`src/swks_ring.sv`:
```
// Ring memory holding the recent samples in arrival order.
`timescale 1ns / 1ps
module swks_ring #(
  parameter int unsigned DEPTH  = 64,
  parameter int unsigned DATA_W = 32
) (
  input  logic                     clk_i,
  input  logic                     we_i,
  input  logic [$clog2(DEPTH)-1:0] addr_i,
  input  logic [DATA_W-1:0]        wdata_i,
  output logic [DATA_W-1:0]        rdata_o
);

  logic [DATA_W-1:0] mem_q [DEPTH];
  logic [DATA_W-1:0] rdata_q;

  // read-before-write: the old entry comes out while the new one goes in
  always_ff @(posedge clk_i) begin
    if (we_i) begin
      rdata_q      <= mem_q[addr_i];
      mem_q[addr_i] <= wdata_i;
    end
  end

  assign rdata_o = rdata_q;

endmodule

```
`config.mk`:
```
export PLATFORM = sky130hd
export DESIGN_NAME = swks_ring
export DESIGN_NICKNAME = d
export VERILOG_FILES = /design/src/swks_ring.sv
export SDC_FILE = /design/constraint.sdc
export NUM_CORES = 2
export LEC_CHECK = 0
export ABC_AREA = 1
export BUFFER_PORTS_ARGS = -buffer_cell sky130_fd_sc_hd__buf_2
export CORE_UTILIZATION = 40
export CTS_BUF_LIST = sky130_fd_sc_hd__clkbuf_8 sky130_fd_sc_hd__clkbuf_16
export DETAILED_ROUTE_END_ITERATION = 8
export MAX_ROUTING_LAYER = met4
export SLEW_MARGIN = 25
export SYNTH_ARGS = -nofsm -noshare
export SYNTH_HDL_FRONTEND = slang
export SYNTH_SLANG_ARGS = --single-unit
```
`constraint.sdc`:
```
create_clock -name clk_i -period 4.3 [get_ports clk_i]
set_clock_uncertainty 0.15 [all_clocks]
set_input_delay 0.215 -clock clk_i [delete_from_list [all_inputs] [get_ports clk_i]]
set_output_delay 0.215 -clock clk_i [all_outputs]
set_load 0.02 [all_outputs]
```
# After elaboration in Yosys (flattened, before gate mapping)
# Memories as Yosys holds them, arrays and structs flattened. A register that Yosys moved wholly into a read port is not among the register bits.
# Cells that the tools add are included.
# word_totals
register_bits,0
mem_bits_rw,2048
input_bits,40
out_inout_bits,32
word_cells,3
memories,1
# op_classes
muxes,2
# mem_list
memory,depth,width,read_ports,rd_clocked_by_memory_dff,write_ports,line,text
mem_q,64,32,1,1,1,14,logic [DATA_W-1:0] mem_q [DEPTH];
# op_table
cell,n
$mux W1,2

# Depth between registers and ports, before layout
# logic_depth
depth_word,2
ltp_mapped,15

# Worst setup path before layout
# Ideal clock, no wire load.
# synth_path
path_kind,in2reg
start,input port addr_i[0]
end,"memory mem_q[41][0], enable pin"
setup_time_ns,0.502
arrival_ns,3.998
t_required_ns,3.648
path_slack_ns,-0.350
cell_stages,6
n_path_buf,4
path_cell_list,buf_4 inv_2 buf_6 buf_4 buf_2 nor4_1
# synth_rtl
element,line,text
"start, declared",9,"input logic [$clog2(DEPTH)-1:0] addr_i,"
"end, declared",14,
# No word-level cell before the write port.

# Final worst setup path
# layout_path
start,input port addr_i[2]
end,"memory mem_q[38][20], enable pin"
# No word-level cell before the write port.

==> flow_metrics.py <==
metrics = {
    "run_status": {
        "status": "finished clean",
    },
    "timing": {
        "hold_violations": 0,
        "slew_viol_final": 0,
        "setup_tns_ns": 0,
        "fmax_ghz": 0.375,
        "worst_pin_slew_ns": 1.11,
        "setup_violations": 0,
        "rsz0062_at_grt": "false",
        "finalWorstSetupSlack_ns": 1.63,
        "fin_crit_sh_pct": 62.0,
        "period_needed_ns": 2.67,
        "maxSlewHeadroom_pct": 26.3,
    },
    "synth": {
        "syn_area_sq_um": 86800,
        "synth_edf_count": 2080,
        "async_flop_share_pct": 0,
        "synthTopCellsByCount": "nand2_1 (5728), edfxtp_1 (2080), buf_2 (244), nor2_1 (137), clkbuf_1 (136)",
        "synth_ff_type": "edfxtp_1",
        "ys_warn_count": 0,
        "synth.top_cell.area_share_pct": 71.9,
        "netlist_instances": 8440,
        "seq_area_frac_synth_pct": 71.9,
        "yosys-top-cells-area": "edfxtp_1 (72%), nand2_1 (25%), buf_2 (1.4%)",
        "synth.net_count": 8480,
        "synth_cell_types": 20,
        "synth.most_common_cell": "nand2_1",
        "syn_area_per_cell_sq_um": 10.3,
        "yosysTopAreaCell": "edfxtp_1",
        "synth_seq_cells": 2080,
    },
    "layout": {
        "fin_cells": 11600,
        "fin_nets": 8576,
        "fillers": 19500,
        "final_core_util_pct": 45.8,
        "drive_gt1_share_pct": 7.40,
        "multi_input_area_sq_um": 22800,
        "seq_area_sq_um": 62500,
        "area_growth_pct": 13.4,
    },
    "global_route": {
        "antenna_found_initial": 15,
        "grtUsageTotal_pct": 22.2,
        "grt_start_max_net_pins": 193,
        "gr-total-overflow": 0,
        "grt_pass1_wl_um": 355000,
        "grt_pass1_vias": 54900,
    },
    "critical_path": {
        "cpPeakStageDelay_ns": 0.62,
        "end_kind": "flip-flop",
        "worstSetupStartpointType": "input port",
        "path_class": "input port to flip-flop",
        "required_ns": 4.62,
        "crit_slowest_cell": "buf_4",
        "crit_arrival_ns": 2.99,
        "rr_worst_depth": 10,
        "cp_max_fo": 40,
        "cp_common_cell": "buf_4",
        "path_cells": "dlygate4sd3_1 > buf_8 > buf_4 > nand4_1 > buf_4 > nor2_4 > buf_4",
    },
    "power": {
        "p_comb_share_pct": 6.1,
        "seq_power_share_pct": 52.5,
        "power_density_nw_per_um2": 437,
        "power_frac_clock_pct": 41.5,
        "leakage_uw": 0.0409,
        "max-vdd-ir-drop_v": 0.000436,
        "netSwitchingFraction_pct": 22.6,
        "intPower_uw": 33300,
        "p_switching_uw": 9740,
    },
    "clock_network": {
        "clk-insertion-delay-late_ns": 0.86,
        "htree_levels": 4,
        "cts_setup_buffers": 0,
        "root_buffer": "clkbuf_16",
        "clock-sinks": 2080,
        "cts_tree": "built",
        "cts.path.max_buffers": 3,
        "clkSlewWorstSetupHoldPaths_ns": 0.06,
        "cts_made_buffers": 211,
    },
    "floorplanning": {
        "dieArea_sq_um": 219000,
        "ios": 72,
        "initial_utilization_pct": 40.4,
        "die_y_um": 468,
        "fp.coreArea_sq_um": 215000,
        "die_width_um": 468,
        "fp-row-count": 170,
    },
    "drt": {
        "drtPass1Iterations": 5,
        "num_vias": 57700,
        "drt_iter0_drc": 5687,
        "detail-route-antenna-nets": 0,
        "routedWlPerCell_um": 20.6,
        "drc": 0,
        "wl_um": 238000,
        "vias_per_cell": 4.99,
    },
    "job": {
        "drv_cap": 0,
    },
    "placement": {
        "dp.cells": 11100,
        "gp_congestion": 0.819,
        "dpl.hpwl_um": 128000,
        "dp_slack_ns": 1.11,
        "port_buffers": 71,
    },
    "hold_path": {
        "hold_class": "input port to flip-flop",
        "hold_depth": 4,
    },
}
## critical path: cells and delay by family
kind / cells / cell delay (ns)
buffers and inverters: 5 / 2.31
AND/OR/NAND/NOR: 2 / 0.31
## state kept, by name, indices dropped and copies added, names as in the netlist
register	cells
rdata_o	32
mem_q	2048
## cells in the final DEF, fill, tap and decap left out, drive strengths merged
| master | Yosys | routed |
|---|---|---|
| buf | 286 | 269 |
| bufinv | 0 | 18 |
| clkbuf | 136 | 218 |
| clkinv | 0 | 99 |
| clkinvlp | 0 | 2 |
| diode | 0 | 12 |
| dlygate4sd3 | 0 | 36 |
| edfxtp | 2080 | 2080 |
| inv | 30 | 84 |
| nand2 | 5728 | 5728 |
| nand3 | 13 | 13 |
| nand4 | 2 | 2 |
| nor2 | 137 | 137 |
| nor3 | 8 | 8 |
| nor4 | 2 | 2 |
| o211ai | 5 | 5 |
| o21ai | 7 | 7 |
| or2 | 6 | 6 |
## path summary, 6_finish.rpt
check,startpoint,end,slack [ns]
min reg2reg,mem_q[47][30],rdata_o[30],0.73
max,addr_i[2],mem_q[38][20],1.63
min,addr_i[5],mem_q[11][14],0.09
max reg2reg,mem_q[31][14],rdata_o[14],2.22
## through the flow
step                total power, uW  hold WS [ns]  area, sq um
floorplan                     24400         0.164        86800
global placement              25600         0.465        91400
detailed placement            25600         0.474        91400
CTS                           43300       0.00970        98400
global route                  44300        0.0737        98500
finish                        43000        0.0852        98500
## power groups by stage
stage,Clock (uW),Sequential (uW),Combinational [uW]
6_report,17900,22600,2610
5_1_grt,18800,22600,2890
4_1_cts,18100,22600,2610
3_5_place_dp,0,23000,2570
3_3_place_gp,0,23000,2550
2_1_floorplan,0,23000,1430
## layer usage
| metal | vias up | global-route usage [%] | routed length [um] |
|---|---|---|---|
| li1 | 27500 | - | - |
| met1 | 28000 | 29.7 | 103000 |
| met3 | 331 | 2.79 | 15100 |
| met4 | 0 | 6.40 | 5570 |
| met2 | 1893 | 35.7 | 114000 |
| met5 | - | - | 0 |
## area by class of cell
cell class              count  area share, %
diodes                     12         0.0305
clock buffers             218           5.54
clock inverters           173           1.29
inverters                  30          0.137
multi-input cells        5908           23.2
flip-flops and latches   2080           63.4
well taps                2838           3.61
repair buffers            305           2.81
## cell families after synthesis
logic type	count (synthesis)	share of synthesized area, %
buf+inv	452	2.39
simple gates	5896	25.6
compound gates	12	0.0836
flops	2080	71.9
## timing repair
item / 4_1_cts / 5_1_grt
gates resized for setup: 0 / 0
hold endpoints to repair: 1576 / 0
hold buffers: 36 / 0
Note: power is estimated with default switching activity, not from simulation.
