## config.mk

```make
export PLATFORM = sky130hd
export DESIGN_NAME = swks_cell
export DESIGN_NICKNAME = d
export VERILOG_FILES = /design/src/swks_pkg.sv /design/src/swks_cell.sv
export SDC_FILE = /design/constraint.sdc
export NUM_CORES = 1
export LEC_CHECK = 0
export BUFFER_PORTS_ARGS = -buffer_cell sky130_fd_sc_hd__buf_4
export CORE_UTILIZATION = 35
export CTS_BUF_LIST = sky130_fd_sc_hd__clkbuf_8
export DETAILED_ROUTE_END_ITERATION = 10
export GPL_ROUTABILITY_DRIVEN = 0
export GPL_TIMING_DRIVEN = 0
export PLACE_DENSITY = 0.65
export REMOVE_ABC_BUFFERS = 1
export SLEW_MARGIN = 20
export SYNTH_ARGS = -nofsm -noshare
export SYNTH_HDL_FRONTEND = slang
export SYNTH_SLANG_ARGS = --single-unit
export TNS_END_PERCENT = 10
```

## constraint.sdc

```tcl
create_clock -name clk_i -period 5.5 [get_ports clk_i]
set_input_delay 0.275 -clock clk_i [delete_from_list [all_inputs] [get_ports clk_i]]
set_output_delay 0.275 -clock clk_i [all_outputs]
set_load 0.03 [all_outputs]
```

## src/swks_pkg.sv

```systemverilog
// Shared types and constants for the sliding-window k-smallest-sum core.
`timescale 1ns / 1ps
package swks_pkg;

  localparam int unsigned SAMPLE_W  = 32;  // width of the sample port
  localparam int unsigned SUM_W     = 38;  // width of the result sum
  localparam int unsigned CFG_W     = 7;   // width of the widest config register
  localparam int unsigned CFG_IDX_W = 1;   // config register index width

  // config register indexes
  localparam logic [CFG_IDX_W-1:0] REG_WINDOW_LEN = 1'd0;
  localparam logic [CFG_IDX_W-1:0] REG_K_COUNT    = 1'd1;

  // per-cycle command broadcast to every cell of the sorted chain
  typedef struct packed {
    logic rem;  // drop first entry >= key, upper entries slide down
    logic ins;  // insert key in order, upper entries slide up
  } swks_cell_ctl_t;

endpackage

```

## src/swks_cell.sv

```systemverilog
// One cell of the sorted chain: holds one sample and trades with its neighbors.
`timescale 1ns / 1ps
module swks_cell
  import swks_pkg::*;
#(
  parameter int unsigned DATA_W = 32
) (
  input  logic           clk_i,
  input  swks_cell_ctl_t ctl_i,
  input  logic [DATA_W-1:0] key_i,
  input  logic           valid_i,     // cell index below fill count
  input  logic [DATA_W-1:0] prev_val_i,
  input  logic           prev_gt_i,   // lower neighbor empty or above key
  input  logic [DATA_W-1:0] next_val_i,
  output logic [DATA_W-1:0] val_o,
  output logic           gt_o
);

  logic [DATA_W-1:0] val_q;
  logic [DATA_W-1:0] val_d;
  logic              ge;

  assign gt_o = !valid_i || (val_q > key_i);
  assign ge   = valid_i && (val_q >= key_i);

  always_comb begin
    val_d = val_q;
    if (ctl_i.rem) begin
      if (ge) begin
        val_d = next_val_i;
      end
    end else if (ctl_i.ins) begin
      if (gt_o) begin
        val_d = prev_gt_i ? prev_val_i : key_i;
      end
    end
  end

  always_ff @(posedge clk_i) begin
    val_q <= val_d;
  end

  assign val_o = val_q;

endmodule

```

Word-level counts from Yosys, hierarchy flattened --
Cells that the tools add are included.
Cells by class: eq/ne operators 1, mux-type cells 5, reduce and logical (&&, ||, !) cells 6, magnitude comparators 2
Operators by type and width (number):
- 2-to-1 mux 32 bit | 5
- >= comparator 32 bit | 1
- > comparator 32 bit | 1
- nonzero test 2 bit | 2
- AND reduction 3 bit | 1
- != test 2 x 1 -> 1 bit (second input constant) | 1
- logical AND 1 bit | 1
- logical NOT 1 bit | 1
- logical OR 1 bit | 1
Word-level totals: bits in registers 32, logic and storage cells 15

Depth between registers and ports, before layout --
depth in word-level cells 5, gate-level depth with buffers 7, mapped depth without buffers 7

Least setup slack after synthesis --
No wires, ideal clock.
path type register -> register, start reg val_q[14], in the netlist val_o[14], end reg val_q[0], in the netlist val_o[0], enable pin, stages on the path, launching flop included 7, required time 5.059 ns, arrival 3.421 ns, path slack 1.639 ns, buffers on the path 0, cell sequence edfxtp_1 -> ha_1 -> nand4_2 -> nor4_2 -> a21boi_2 -> o31ai_1 -> a31oi_1
On the way: cells in the longest elaborated chain, start to end 4, elaborated cells between the ends (all ways) 7
Ends and longest elaborated chain:
- start, declared | RTL line swks_cell.sv:19 | logic [DATA_W-1:0] val_q;
- start signal, assigned | RTL line swks_cell.sv:40 | val_q <= val_d;
- >= comparator 32 bit or > comparator 32 bit (tied branches) | RTL line swks_cell.sv:24, swks_cell.sv:23
- logical AND 1 bit or logical OR 1 bit (tied branches) | RTL line swks_cell.sv:24, swks_cell.sv:23
- != test 2 x 1 -> 1 bit (no source line) or nonzero test 2 bit (tied branches)
- AND reduction 3 bit (no source line) (*)
Mark *: on every way between the ends. The rest lies on a longest branch, timed or not. A chain may end at the register's enable or synchronous reset.

Worst setup path after layout --
start reg val_q[30], in the netlist val_o[30], end out gt_o
On the way: cells in the longest elaborated chain, start to end 2
Ends and longest elaborated chain:
- > comparator 32 bit | RTL line swks_cell.sv:23 | assign gt_o = !valid_i || (val_q > key_i);
- logical OR 1 bit | RTL line swks_cell.sv:23
- end, declared | RTL line swks_cell.sv:16 | output logic gt_o
No other way between the ends.

==> summary.md <==
| Metric | Value |
|---|---|
| Syn_area_per_cell | 9.63 µm² |
| Slowest stage cell, crit path | edfxtp_1 |
| DRC | 0 |
| Fraction of registers with async set/reset | 0% |
| Die Wd | 86.1 µm |
| First-pass GRT wire length | 10200 µm |
| Num CTS Buffers | 5 |
| Top area cells in the synthesized netlist | edfxtp_1, ha_1, mux2i_1 |
| CP Launch Type | flop |
| Vias | 2296 |
| Cell chain of the critical path | ha_1 > a21oi_1 > a21boi_0 > a2111o_1 > nor3_1 > a21oi_1 > buf_4 |
| Synth Instances | 257 |
| Clock Latency Late Sink | 0.28 ns |
| Port Buffers | 133 |
| RSZ-0062 raised after global routing | no |
| Setup crit end | gt_o |
| Synth cell types | 27 |
| Placement Rows | 30 |
| Mapped cell area | 2470 µm² |
| Area leader, netlist | edfxtp_1 |
| Gr busiest metal | met2 |
| Root Driver | clkbuf_8 |
| IO Count | 134 |
| Pleak | 1.86 nW |
| Final setup vio count | 0 |
| Vias in the first global route | 2313 |
| Final period util | 48.9% |
| Synth Register Bits | 32 |
| Final Hold Fails | 0 |
| Crit-path most repeated cell | a21oi_1 |
| Hold/Removal Path Class | input pin to flop |
| Worst Max-Slew Pin Slew | 0.646 ns |
| M2 GR Usage | 31.0% |
| Buffers and inverters on the worst path | 1 |
| Setup_tns | 0 ns |
| Worst EP arrival | 2.42 ns |
| Post-synth EDFFs | 32 |
| Post-CTS setup buffer count | 0 |
| Synth top area share | 38.8% |
| Seq/Total Area, Yosys | 38.8% |
| CP startpoint | val_o[30] |
| GR Overflow Total | 0 |
| Fmax | 372 MHz |
| Hold Slack | 0.268 ns |
| Peak supply drop | 0.108 mV |
| Clock-pin slew on the worst setup and hold paths | 0.07 ns |
| Max-slew violations | 0 |
| Slew HR | 57.0% |
| Clk buf depth | 2 |
| Iteration-0 DRC count of the detailed router | 44 |
| FF-to-FF path depth | 7 |
| Vias per cell | 4.74 |
| Area Overhead vs Synth | 48.3% |
| GRT Util Overall | 17.5% |
| Post-CTS sizing | 0 |
| DIE HEIGHT | 86.1 µm |
| Largest net degree at the start of global routing | 68 |
| R2r endpoint | val_o[11] |
| Slowest stage delay, CP | 0.41 ns |
| Crit path max fanout | 3 |
| Synth cell count leaders | nand2_1, o21ai_0, inv_1 |
| Initial core utilization | 36.4% |
| WL/cell | 12.9 µm |
| Max FFs per register | 32 |
| Worst EP required | 5.22 ns |
| Element type at the critical path end | primary output |
| Initial antenna violation count | 0 |
| R2R Setup Slk | 2.83 ns |
| Nets | 520 |
| Core area | 6790 µm² |
| CTS tree | yes |
| Max_cap viols | 0 |
| Antenna Cells | 0 |
| CP Class | flop to primary output |
| Hpwl dp | 5020 µm |
| Iteration count of the initial detailed-routing pass | 4 |
| Critical R2R Launch | val_o[14] |
| Outcome | complete, no violations |
| Pwr/cell area | 209 nW/µm² |
| Minimum clock period | 2.69 ns |
| Hold buffers post-CTS | 0 |
| CTS sink cnt | 32 |
| Die area | 7410 µm² |
| Ratio of cells with drive above 1 in the final layout | 37.4% |
| Clk_skew | 0.00358 ns |
| Grt met3 use | 5.68% |
| H-tree depth | 2 |
| Number of nets with antenna violations after routing | 0 |
| Synth Warn # | 0 |
| Routed wire length | 6220 µm |
| Fill cell count | 652 |
| GR met1 Demand/Resource | 20.3% |
| Main flop type after synthesis | edfxtp_1 |
| Crit path depth | 7 |
| Family with the most delay on the worst path | compound AO/OA/AOI/OAI gates |
| Count leader, synth | nand2_1 |
==> report_power, final <==
group          switching [mW]  leakage [nW]  internal (mW)
registers              0.0136         0.311          0.303
logic                   0.150          1.50          0.130
clock network          0.0862        0.0482         0.0844
total                   0.250          1.86          0.518
==> layout make-up <==
type	instances	area [µm²]	area share (%)
multi-input combinational	181	1360	37.0
clock buffer	5	68.8	1.87
sequential	32	961	26.2
clock inverter	3	11.3	0.307
timing repair buffer	134	1030	27.9
tap	96	120	3.27
inverter	33	124	3.37
==> cell usage in the layout, fill, tap and decap left out, drive strengths merged, types with 2 or more instances in the layout <==
cell,synthesis,final
mux2i,32,32
clkbuf,8,5
o21ai,34,34
nor4,2,2
edfxtp,32,32
nor3,2,2
o31ai,2,2
nand3,6,6
buf,3,134
nand4,6,6
inv,33,35
a21oi,14,14
nor2,3,3
nand2,36,36
a21boi,2,2
ha,32,32
a21o,3,3
==> worst register-to-register path: stages, from the launching register on <==
cell      delay (ns)
edfxtp_1        0.40
ha_1            0.35
nand4_2         0.16
nor4_2          0.31
a21boi_2        0.20
o31ai_1         0.13
a31oi_4         0.58
buf_16          0.24
==> cell families after synthesis <==
group | share of synthesized area [%]
mux | 12.9
compound gates | 13.7
flops | 38.8
buf+inv | 6.82
fa+ha+maj | 16.2
simple gates | 11.5
==> metal layers <==
| layer | share of wire (%) | up-vias | wire (µm) |
|---|---|---|---|
| li1 | - | 1180 | - |
| met1 | 42 | 1018 | 2600 |
| met2 | 49 | 94 | 3060 |
| met3 | 8.3 | 4 | 517 |
| met4 | 0.69 | 0 | 43 |
| met5 | 0 | - | 0 |
==> how the worst min path moves through the flow <==
stage,slack (ns),cells past startpoint,end,from
finish,0.27,3,val_o[29],next_val_i[29]
global placement,0.55,3,val_o[29],next_val_i[29]
detailed placement,0.55,3,val_o[29],next_val_i[29]
CTS,0.26,3,val_o[29],next_val_i[29]
floorplan,0.46,2,val_o[0],ctl_i[1]
global route,0.27,3,val_o[20],next_val_i[20]
==> through the flow <==
stage               instances  power (mW)  util [%]  setup WS, ns  area, µm²
floorplan                 246       0.465         -          1.64       2430
global placement          475       0.596      52.2         0.628       3550
detailed placement        476       0.606      52.9          2.78       3590
CTS                       484       0.782      54.0          2.75       3670
global route              484       0.820      54.0          2.61       3670
finish                    484       0.768      54.0          2.81       3670
Power figures use the tool's default switching activity.
